## src/rtl/core/thruster_ramp_generator_assert.svh

```systemverilog
// ---------------------------------------------------------------------------
// Assertion macros for the thruster ramp generator
// Clocked on clk_i, disabled while rst_ni is low.
// ---------------------------------------------------------------------------
`ifndef THRUSTER_RAMP_GENERATOR_ASSERT_SVH
`define THRUSTER_RAMP_GENERATOR_ASSERT_SVH

// Check a property on every rising edge outside reset.
`define TRG_ASSERT(lbl, prop) \
  lbl: assert property (@(posedge clk_i) disable iff (!rst_ni) prop) \
    else $error("thruster ramp generator: assertion failed");

// Same, with a caller-supplied message.
`define TRG_ASSERT_MSG(lbl, prop, msg) \
  lbl: assert property (@(posedge clk_i) disable iff (!rst_ni) prop) \
    else $error(msg);

`endif

```

## src/rtl/core/trg_pkg.sv

```systemverilog
// ---------------------------------------------------------------------------
// trg_pkg
// Shared widths, constants and types of the thruster ramp generator.
// ---------------------------------------------------------------------------
`default_nettype none

package trg_pkg;

  localparam int SpeedW   = 8;
  localparam int ChanW    = 6;
  localparam int HalfW    = 9;
  localparam int OpW      = 3;
  localparam int NumComp  = 7;
  localparam int SumW     = 11;   // holds 7 * [-128, 127]
  localparam int RegW     = 32;
  localparam int AddrW    = 3;

  // operation codes; anything above roll is dropped
  localparam logic [OpW-1:0] OpRoll = 3'd6;

  // register indexes (paddr[2])
  localparam logic RegRampStep     = 1'b0;
  localparam logic RegMotorChannel = 1'b1;

  localparam logic [SpeedW-1:0] RampStepReset = 8'd20;
  localparam logic [SpeedW-1:0] MinStep       = 8'd4;
  localparam logic [SpeedW-1:0] MaxDiff       = 8'd200;

  localparam logic signed [SumW-1:0]   SumMax   = 11'sd100;
  localparam logic signed [SumW-1:0]   SumMin   = -11'sd100;
  localparam logic signed [SpeedW-1:0] SpeedMax = 8'sd100;
  localparam logic signed [SpeedW-1:0] SpeedMin = -8'sd100;

  localparam logic [HalfW-1:0] MotorMidHalf = 9'd188;

  localparam int QueueDepth = 2;
  localparam int QueuePtrW  = (QueueDepth > 1) ? $clog2(QueueDepth) : 1;
  localparam int QueueCntW  = $clog2(QueueDepth + 1);

  // one ramp request from the front to the back
  typedef struct packed {
    logic signed [SpeedW-1:0] start;
    logic signed [SpeedW-1:0] target;
  } ramp_cmd_t;

  // queue head as seen by the back
  typedef struct packed {
    logic      valid;
    ramp_cmd_t cmd;
  } queue_head_t;

endpackage

`default_nettype wire

```

## src/rtl/core/trg_queue.sv

```systemverilog
// ---------------------------------------------------------------------------
// trg_queue
// Short FIFO of ramp requests between the front and the back.
// ---------------------------------------------------------------------------
`default_nettype none

module trg_queue (
  input  logic                clk_i,
  input  logic                rst_ni,
  input  logic                push_i,
  input  trg_pkg::ramp_cmd_t  push_cmd_i,
  output logic                full_o,
  input  logic                pop_i,
  output trg_pkg::queue_head_t head_o
);
  import trg_pkg::*;

  ramp_cmd_t              mem_q [QueueDepth];
  logic [QueuePtrW-1:0]   wr_ptr_q, wr_ptr_d;
  logic [QueuePtrW-1:0]   rd_ptr_q, rd_ptr_d;
  logic [QueueCntW-1:0]   count_q, count_d;
  logic                   do_push, do_pop;

  assign full_o       = (count_q == QueueCntW'(QueueDepth));
  assign head_o.valid = (count_q != '0);
  assign head_o.cmd   = mem_q[rd_ptr_q];

  assign do_push = push_i && !full_o;
  assign do_pop  = pop_i && head_o.valid;

  always_comb begin
    wr_ptr_d = wr_ptr_q;
    rd_ptr_d = rd_ptr_q;
    count_d  = count_q;
    if (do_push) begin
      wr_ptr_d = (wr_ptr_q == QueuePtrW'(QueueDepth - 1)) ? '0 : wr_ptr_q + 1'b1;
    end
    if (do_pop) begin
      rd_ptr_d = (rd_ptr_q == QueuePtrW'(QueueDepth - 1)) ? '0 : rd_ptr_q + 1'b1;
    end
    if (do_push && !do_pop) begin
      count_d = count_q + 1'b1;
    end else if (do_pop && !do_push) begin
      count_d = count_q - 1'b1;
    end
  end

  always_ff @(posedge clk_i or negedge rst_ni) begin
    if (!rst_ni) begin
      wr_ptr_q <= '0;
      rd_ptr_q <= '0;
      count_q  <= '0;
    end else begin
      wr_ptr_q <= wr_ptr_d;
      rd_ptr_q <= rd_ptr_d;
      count_q  <= count_d;
    end
  end

  always_ff @(posedge clk_i) begin
    if (do_push) begin
      mem_q[wr_ptr_q] <= push_cmd_i;
    end
  end

endmodule

`default_nettype wire

```

## src/rtl/core/trg_front.sv

```systemverilog
// ---------------------------------------------------------------------------
// trg_front
// Accept speed updates, keep the seven components and a running sum,
// saturate the total and queue a ramp request.
// ---------------------------------------------------------------------------
`default_nettype none

module trg_front (
  input  logic                              clk_i,
  input  logic                              rst_ni,
  input  logic                              in_valid_i,
  output logic                              in_ready_o,
  input  logic [trg_pkg::OpW-1:0]           operation_i,
  input  logic signed [trg_pkg::SpeedW-1:0] component_speed_i,
  input  logic                              q_full_i,
  output logic                              q_push_o,
  output trg_pkg::ramp_cmd_t                q_cmd_o
);
  import trg_pkg::*;

  logic signed [SpeedW-1:0] comp_q [NumComp];
  logic signed [SumW-1:0]   sum_q, sum_d;
  logic signed [SpeedW-1:0] prev_q;
  logic signed [SpeedW-1:0] total;
  logic                     accept, update;

  assign in_ready_o = !q_full_i;
  assign accept     = in_valid_i && in_ready_o;
  // drop codes past roll
  assign update     = accept && (operation_i <= OpRoll);

  // swap the old component out of the running sum
  always_comb begin
    sum_d = sum_q - SumW'(comp_q[operation_i]) + SumW'(component_speed_i);
    if (sum_d > SumMax) begin
      total = SpeedMax;
    end else if (sum_d < SumMin) begin
      total = SpeedMin;
    end else begin
      total = sum_d[SpeedW-1:0];
    end
  end

  assign q_push_o       = update;
  assign q_cmd_o.start  = prev_q;
  assign q_cmd_o.target = total;

  always_ff @(posedge clk_i or negedge rst_ni) begin
    if (!rst_ni) begin
      for (int i = 0; i < NumComp; i++) begin
        comp_q[i] <= '0;
      end
      sum_q  <= '0;
      prev_q <= '0;
    end else if (update) begin
      comp_q[operation_i] <= component_speed_i;
      sum_q               <= sum_d;
      prev_q              <= total;
    end
  end

endmodule

`default_nettype wire

```

## src/rtl/core/trg_back.sv

```systemverilog
// ---------------------------------------------------------------------------
// trg_back
// Walk one ramp request from start toward target in fixed steps and drive
// the registered result stage.
// ---------------------------------------------------------------------------
`default_nettype none
`include "thruster_ramp_generator_assert.svh"

module trg_back (
  input  logic                               clk_i,
  input  logic                               rst_ni,
  input  trg_pkg::queue_head_t               head_i,
  output logic                               q_pop_o,
  input  logic [trg_pkg::SpeedW-1:0]         ramp_step_i,
  input  logic [trg_pkg::ChanW-1:0]          motor_channel_i,
  output logic                               out_valid_o,
  input  logic                               out_ready_i,
  output logic [trg_pkg::ChanW-1:0]          channel_o,
  output logic signed [trg_pkg::SpeedW-1:0]  ramp_speed_o,
  output logic [trg_pkg::HalfW-1:0]          command_half_units_o,
  output logic                               last_o
);
  import trg_pkg::*;

  typedef enum logic {
    StIdle,
    StRun
  } state_e;

  state_e                   state_q, state_d;
  logic signed [SpeedW-1:0] cur_q, cur_d;
  logic signed [SpeedW-1:0] tgt_q, tgt_d;
  logic [SpeedW-1:0]        rem_q, rem_d;
  logic                     neg_q, neg_d;
  logic                     out_valid_q, out_valid_d;
  logic signed [SpeedW-1:0] out_speed_q, out_speed_d;
  logic [HalfW-1:0]         out_half_q, out_half_d;
  logic [ChanW-1:0]         out_chan_q, out_chan_d;
  logic                     out_last_q, out_last_d;

  logic [SpeedW-1:0]        step;
  logic signed [SpeedW:0]   diff;
  logic signed [SpeedW:0]   cur_next;
  logic                     advance;
  logic                     take_step;

  assign step      = (ramp_step_i < MinStep) ? MinStep : ramp_step_i;
  assign diff      = (SpeedW + 1)'(head_i.cmd.target) - (SpeedW + 1)'(head_i.cmd.start);
  assign advance   = !out_valid_q || out_ready_i;
  assign take_step = (rem_q >= step);
  assign cur_next  = neg_q ? ((SpeedW + 1)'(cur_q) - $signed({1'b0, step}))
                           : ((SpeedW + 1)'(cur_q) + $signed({1'b0, step}));
  assign q_pop_o   = (state_q == StIdle) && head_i.valid;

  always_comb begin
    state_d     = state_q;
    cur_d       = cur_q;
    tgt_d       = tgt_q;
    rem_d       = rem_q;
    neg_d       = neg_q;
    out_valid_d = out_valid_q && !out_ready_i;
    out_speed_d = out_speed_q;
    out_half_d  = out_half_q;
    out_chan_d  = out_chan_q;
    out_last_d  = out_last_q;
    case (state_q)
      StIdle: begin
        if (head_i.valid) begin
          cur_d   = head_i.cmd.start;
          tgt_d   = head_i.cmd.target;
          neg_d   = diff[SpeedW];
          rem_d   = diff[SpeedW] ? SpeedW'(-diff) : diff[SpeedW-1:0];
          state_d = StRun;
        end
      end
      StRun: begin
        if (advance) begin
          out_valid_d = 1'b1;
          out_chan_d  = motor_channel_i;
          if (take_step) begin
            out_speed_d = cur_q;
            out_half_d  = HalfW'(cur_q) + MotorMidHalf;
            out_last_d  = 1'b0;
            cur_d       = cur_next[SpeedW-1:0];
            rem_d       = rem_q - step;
          end else begin
            out_speed_d = tgt_q;
            out_half_d  = HalfW'(tgt_q) + MotorMidHalf;
            out_last_d  = 1'b1;
            state_d     = StIdle;
          end
        end
      end
      default: begin
        state_d = StIdle;
      end
    endcase
  end

  always_ff @(posedge clk_i or negedge rst_ni) begin
    if (!rst_ni) begin
      state_q     <= StIdle;
      out_valid_q <= 1'b0;
    end else begin
      state_q     <= state_d;
      out_valid_q <= out_valid_d;
    end
  end

  always_ff @(posedge clk_i) begin
    cur_q       <= cur_d;
    tgt_q       <= tgt_d;
    rem_q       <= rem_d;
    neg_q       <= neg_d;
    out_speed_q <= out_speed_d;
    out_half_q  <= out_half_d;
    out_chan_q  <= out_chan_d;
    out_last_q  <= out_last_d;
  end

  assign out_valid_o          = out_valid_q;
  assign channel_o            = out_chan_q;
  assign ramp_speed_o         = out_speed_q;
  assign command_half_units_o = out_half_q;
  assign last_o               = out_last_q;

  `TRG_ASSERT(a_pop_only_idle, q_pop_o |-> (state_q == StIdle))
  `TRG_ASSERT(a_rem_bounded, (state_q == StRun) |-> (rem_q <= MaxDiff))
  `TRG_ASSERT_MSG(a_end_marks_last, (state_q == StRun && advance && !take_step) |=> (out_last_q && out_valid_q && state_q == StIdle), "ramp end without last")
  `TRG_ASSERT(a_cur_in_range, (state_q == StRun) |-> (cur_q <= SpeedMax && cur_q >= SpeedMin))

endmodule

`default_nettype wire

```

## src/rtl/core/thruster_ramp_generator.sv

```systemverilog
// ---------------------------------------------------------------------------
// thruster_ramp_generator
// Slew-limited ramp toward the saturated sum of seven speed components,
// with an APB-style register port for step size and motor channel.
// ---------------------------------------------------------------------------
//
//   channel   | direction | handshake             | payload
//   ----------+-----------+-----------------------+------------------------------
//   in        | sink      | in_valid_i/in_ready_o | operation_i, component_speed_i
//   out       | source    | out_valid_o/out_ready_i | channel_o, ramp_speed_o,
//             |           |                       | command_half_units_o, last_o
//   cfg       | sink      | psel/penable/pready   | paddr, pwdata, prdata
//
// Walker: a request is loaded, then each intermediate value is emitted,
//   then the final value; the number of intermediate values is
//   |new - old| / step, at most 50.
// The front takes a request while the queue has room; the
//   two-entry queue lets it run ahead of the walker.
// Reset: components, running sum and previous total clear to zero,
//   ramp_step to 20, motor_channel to 0; no clearing pass.
// Stalls: out_ready_i low with a result pending holds the result register
//   and the walker; a full queue drops in_ready_o.
// ---------------------------------------------------------------------------
`default_nettype none

module thruster_ramp_generator (
  input  logic                               clk_i,
  input  logic                               rst_ni,
  // input requests
  input  logic                               in_valid_i,
  output logic                               in_ready_o,
  input  logic [trg_pkg::OpW-1:0]            operation_i,
  input  logic signed [trg_pkg::SpeedW-1:0]  component_speed_i,
  // results
  output logic                               out_valid_o,
  input  logic                               out_ready_i,
  output logic [trg_pkg::ChanW-1:0]          channel_o,
  output logic signed [trg_pkg::SpeedW-1:0]  ramp_speed_o,
  output logic [trg_pkg::HalfW-1:0]          command_half_units_o,
  output logic                               last_o,
  // register port
  input  logic                               psel,
  input  logic                               penable,
  input  logic                               pwrite,
  input  logic [trg_pkg::AddrW-1:0]          paddr,
  input  logic [trg_pkg::RegW-1:0]           pwdata,
  output logic [trg_pkg::RegW-1:0]           prdata,
  output logic                               pready
);
  import trg_pkg::*;

  logic [SpeedW-1:0] ramp_step_q;
  logic [ChanW-1:0]  motor_channel_q;
  logic              cfg_write;
  logic              reg_sel;

  logic              q_push, q_full, q_pop;
  ramp_cmd_t         q_cmd;
  queue_head_t       q_head;

  // Registers sit on 4-byte boundaries; paddr[2] picks the register.
  assign pready    = 1'b1;
  assign reg_sel   = paddr[2];
  assign cfg_write = psel && penable && pwrite && pready;

  always_ff @(posedge clk_i or negedge rst_ni) begin
    if (!rst_ni) begin
      ramp_step_q     <= RampStepReset;
      motor_channel_q <= '0;
    end else if (cfg_write) begin
      case (reg_sel)
        RegRampStep:     ramp_step_q     <= pwdata[SpeedW-1:0];
        RegMotorChannel: motor_channel_q <= pwdata[ChanW-1:0];
        default: begin
          ramp_step_q <= ramp_step_q;
        end
      endcase
    end
  end

  // Read back the selected register, zero-extended.
  always_comb begin
    case (reg_sel)
      RegRampStep:     prdata = RegW'(ramp_step_q);
      RegMotorChannel: prdata = RegW'(motor_channel_q);
      default:         prdata = '0;
    endcase
  end

  // Front: update components, saturate total, queue the ramp request.
  trg_front u_front (
    .clk_i             (clk_i),
    .rst_ni            (rst_ni),
    .in_valid_i        (in_valid_i),
    .in_ready_o        (in_ready_o),
    .operation_i       (operation_i),
    .component_speed_i (component_speed_i),
    .q_full_i          (q_full),
    .q_push_o          (q_push),
    .q_cmd_o           (q_cmd)
  );

  // Decouple front and walker.
  trg_queue u_queue (
    .clk_i      (clk_i),
    .rst_ni     (rst_ni),
    .push_i     (q_push),
    .push_cmd_i (q_cmd),
    .full_o     (q_full),
    .pop_i      (q_pop),
    .head_o     (q_head)
  );

  // Back: step from old total to new, one value per cycle unless out stalls.
  trg_back u_back (
    .clk_i                (clk_i),
    .rst_ni               (rst_ni),
    .head_i               (q_head),
    .q_pop_o              (q_pop),
    .ramp_step_i          (ramp_step_q),
    .motor_channel_i      (motor_channel_q),
    .out_valid_o          (out_valid_o),
    .out_ready_i          (out_ready_i),
    .channel_o            (channel_o),
    .ramp_speed_o         (ramp_speed_o),
    .command_half_units_o (command_half_units_o),
    .last_o               (last_o)
  );

endmodule

`default_nettype wire

```

## config.mk

```make
export PLATFORM = sky130hd
export DESIGN_NAME = thruster_ramp_generator
export DESIGN_NICKNAME = d
export VERILOG_FILES = /design/src/rtl/core/trg_pkg.sv /design/src/rtl/core/trg_queue.sv /design/src/rtl/core/trg_front.sv /design/src/rtl/core/trg_back.sv /design/src/rtl/core/thruster_ramp_generator.sv
export VERILOG_INCLUDE_DIRS = /design/src /design/src/rtl/core
export SDC_FILE = /design/constraint.sdc
export NUM_CORES = 1
export LEC_CHECK = 0
export BUFFER_PORTS_ARGS = -buffer_cell sky130_fd_sc_hd__buf_2
export CAP_MARGIN = 20
export CORE_MARGIN = 1.5
export CORE_UTILIZATION = 35
export CTS_CLUSTER_SIZE = 16
export DETAILED_ROUTE_END_ITERATION = 8
export MAX_ROUTING_LAYER = met4
export RECOVER_POWER = 50
export SETUP_SLACK_MARGIN = 0.15
export SLEW_MARGIN = 20
export SYNTH_ARGS = -nofsm -noshare
export SYNTH_HDL_FRONTEND = slang
export SYNTH_HIERARCHICAL = 1
export SYNTH_SLANG_ARGS = --single-unit
```

## constraint.sdc

```tcl
create_clock -name clk_i -period 5.25 [get_ports clk_i]
set_input_delay 1.05 -clock clk_i [delete_from_list [all_inputs] [get_ports clk_i]]
set_output_delay 1.05 -clock clk_i [all_outputs]
set_load 0.03 [all_outputs]
```

==> metrics.csv <==
metric,value,unit
grt_pass1_vias,6575,
fp.coreArea,0.0279,mm2
synth_common_cells,"93 x dfrtp_1, 79 x edfxtp_1, 79 x inv_1",
final_cells,1359,
grtUsageTotal,14.8,%
syn_inst,891,
io_pins,112,
synth_edf_count,79,
antenna_cells,0,
crit_chain,buf_2 > mux2i_1 > nor2_1 > a31oi_1 > o21ai_0 > fa_1 > inv_1 > ha_1 > and2_1 > a221o_1 > o211ai_1 > a21oi_1 > nor4_4 > buf_4 > nor2b_1 > nor2_1,
ff2ff_path_depth,12,
grt_max_degree,63,
cts_tree,yes,
drive_gt1_share,19.7,%
violations,"max-capacitance violations, max-slew violations",
fin_tns_setup,0,ns
report.final.setup_viol,0,
slowest_stage,fa_1,
clock_latency,0.44,ns
r2r_slack,1.26,ns
ys_seq_area_share,47.6,%
fp.dieArea,0.0296,mm2
drv_cap,2,
holdPathEnd,u_back/channel_o[0],
hold_class,reg -> reg,
cts_setup_buffers,0,
clk_path_buf_depth,2,
drtIter0Drc,376,
min_delay_path_depth,0,
ant_nets,0,
synth.avg_cell_area,11.2,um2
cp_top_family,compound AO/OA/AOI/OAI gates,
synth.top_cells.by_area,"edfxtp_1 24%, dfrtp_1 23%, mux2_2 6.9%, ha_1 4.9%, o21ai_0 3.1%",
ys_warn_count,6,
routed_wl,20.3,mm
grt_overflow,0,
drc,0,
synth-seq-cells,174,
cpPeakStageDelay,0.53,ns
finalWeightedCongestion,0.886,
drt-vias-per-instance,4.87,
fillers,2742,
ys.flop_type,dfrtp_1,
rsz0062_at_grt,false,
h-tree-depth,4,
worstPathArrival,4.82,ns
drtPass1Iterations,4,
worstPathRequired,5.42,ns
status,"finished, violations left",
yosysTopAreaCellShare,23.8,%
ys_types,80,
wl_per_cell,15.0,um
dieHeight,172,um
vias,6616,
dp_hpwl,14.7,mm
async_flop_share,54.6,%
cts_buffers,17,
regToRegStartpoint,ramp_step_q[3],
hold_buffers,0,
nNetsFinal,1073,
die_x,172,um
rows,61,
final.setup_skew,0.0150,ns
hold_start,motor_channel_q[0],
finalCritPeriodShare,88.5,%
fin_crit,4.64,ns
clk_pin_slew,0.07,ns
cts_resized,0,
start_util,35.7,%
area_delta_synth_final,12.4,%
io_buffers,60,
dp_cells,1327,
hold_viol,0,
ctsRootBufferMaster,clkbuf_16,
antenna_found_initial,0,
yosys.area.top_type,edfxtp_1,
path_buf_inv,3,
clock-sinks,174,
worstMarginPinSlew,3.64,ns
critical_path.most_common_cell,nor2_1,
cp-start-kind,input port,
cp-end-kind,register,
synth_area,0.00999,mm2
maxSlewViolCount,94,
synth_most_common_cell,dfrtp_1,
maxSlewHeadroom,-143,%
crit_fanout,24,
r2r-end,u_back/rem_q[7],
critPathKind,in -> reg,
fmax,215,MHz
grt_pass1_wl,33.3,mm
## routing by layer
| layer | up-vias | GRT usage, % | routed length [um] |
|---|---|---|---|
| met5 | - | - | 0 |
| met4 | 0 | 4.73 | 365 |
| met3 | 28 | 2.86 | 785 |
| met2 | 123 | 25.2 | 9980 |
| met1 | 3215 | 17.8 | 9200 |
| li1 | 3250 | - | - |
## cells in the final DEF (no fill, tap or decap), types with 7 or more instances in the layout
cell,synthesis,final
xnor2_1,23,23
a21oi_1,39,39
clkbuf_16,0,17
dfrtp_1,93,93
edfxtp_1,79,79
inv_1,79,79
nor3_1,10,10
nand3_1,7,7
conb_1,2,25
ha_1,39,39
nor2_1,57,57
buf_4,27,26
xor2_1,21,21
a31oi_1,8,8
clkbuf_1,18,17
mux2i_1,26,26
nand2b_1,10,10
buf_2,2,46
nand2_1,68,68
fa_1,13,13
nor2b_1,15,15
a21o_1,10,10
mux2_2,61,57
o21ai_0,62,62
o21a_1,8,8
mux2_1,0,7
## per-stage QoR
stage	hold slack, ns	utilization (%)	worst slack (ns)	instance area (um2)
after global routing	0.487	40.2	0.278	11200
after CTS	0.470	40.4	0.623	11300
after detailed placement	0.453	38.3	0.173	10700
final	0.470	40.2	0.606	11200
after global placement	0.445	38.3	0.240	10700
after floorplan	0.436	-	0.237	10100
## kinds of logic after synthesis
group / share of synthesized area (%)
xor gates and xnor gates: 3.86
other: 0.0752
DFF: 47.6
and+or+nand+nor: 10.1
adders and majority gates: 7.49
buffers and inverters: 6.74
AOI/OAI and AO/OA: 12.0
muxes: 12.2
## how the worst max path moves through the flow
stage	startpoint	end	slack, ns	depth (start not counted)
after floorplan	operation_i[1]	u_queue/mem_q[0][2]	0.24	15
after global placement	operation_i[2]	u_queue/mem_q[0][2]	0.24	15
after detailed placement	operation_i[2]	u_queue/mem_q[1][1]	0.17	16
after CTS	operation_i[2]	u_queue/mem_q[0][1]	0.62	16
after global routing	rst_ni	u_front/sum_q[4]	0.28	2
final	operation_i[2]	u_queue/mem_q[0][6]	0.61	16
## sequential cells by signal (all words and copies together), names as in the netlist
name,count
u_back/out_valid_o,1
u_back/neg_q,1
u_queue/rd_ptr_q,1
u_back/tgt_q,8
u_queue/wr_ptr_q,1
u_back/ramp_speed_o,8
u_back/rem_q,8
u_front/comp_q,56
u_queue/count_q,2
u_queue/mem_q,32
u_back/channel_o,6
u_back/last_o,1
u_back/command_half_units_o,7
u_back/state_q,1
motor_channel_q,6
u_front/sum_q,11
u_back/cur_q,8
ramp_step_q,8
u_front/prev_q,8
## area by class of cell
type	count	area, um2	area share [%]
clock inverter	14	170	1.52
inverter	79	297	2.64
tap	378	473	4.21
timing repair buffer	89	490	4.37
clock buffer	18	429	3.82
multi-input combinational	607	4610	41.1
sequential	174	4750	42.3
Power is left out: the tool's default activity adds up to more than one toggle a clock period on the data nets, which glitch-free logic cannot reach.
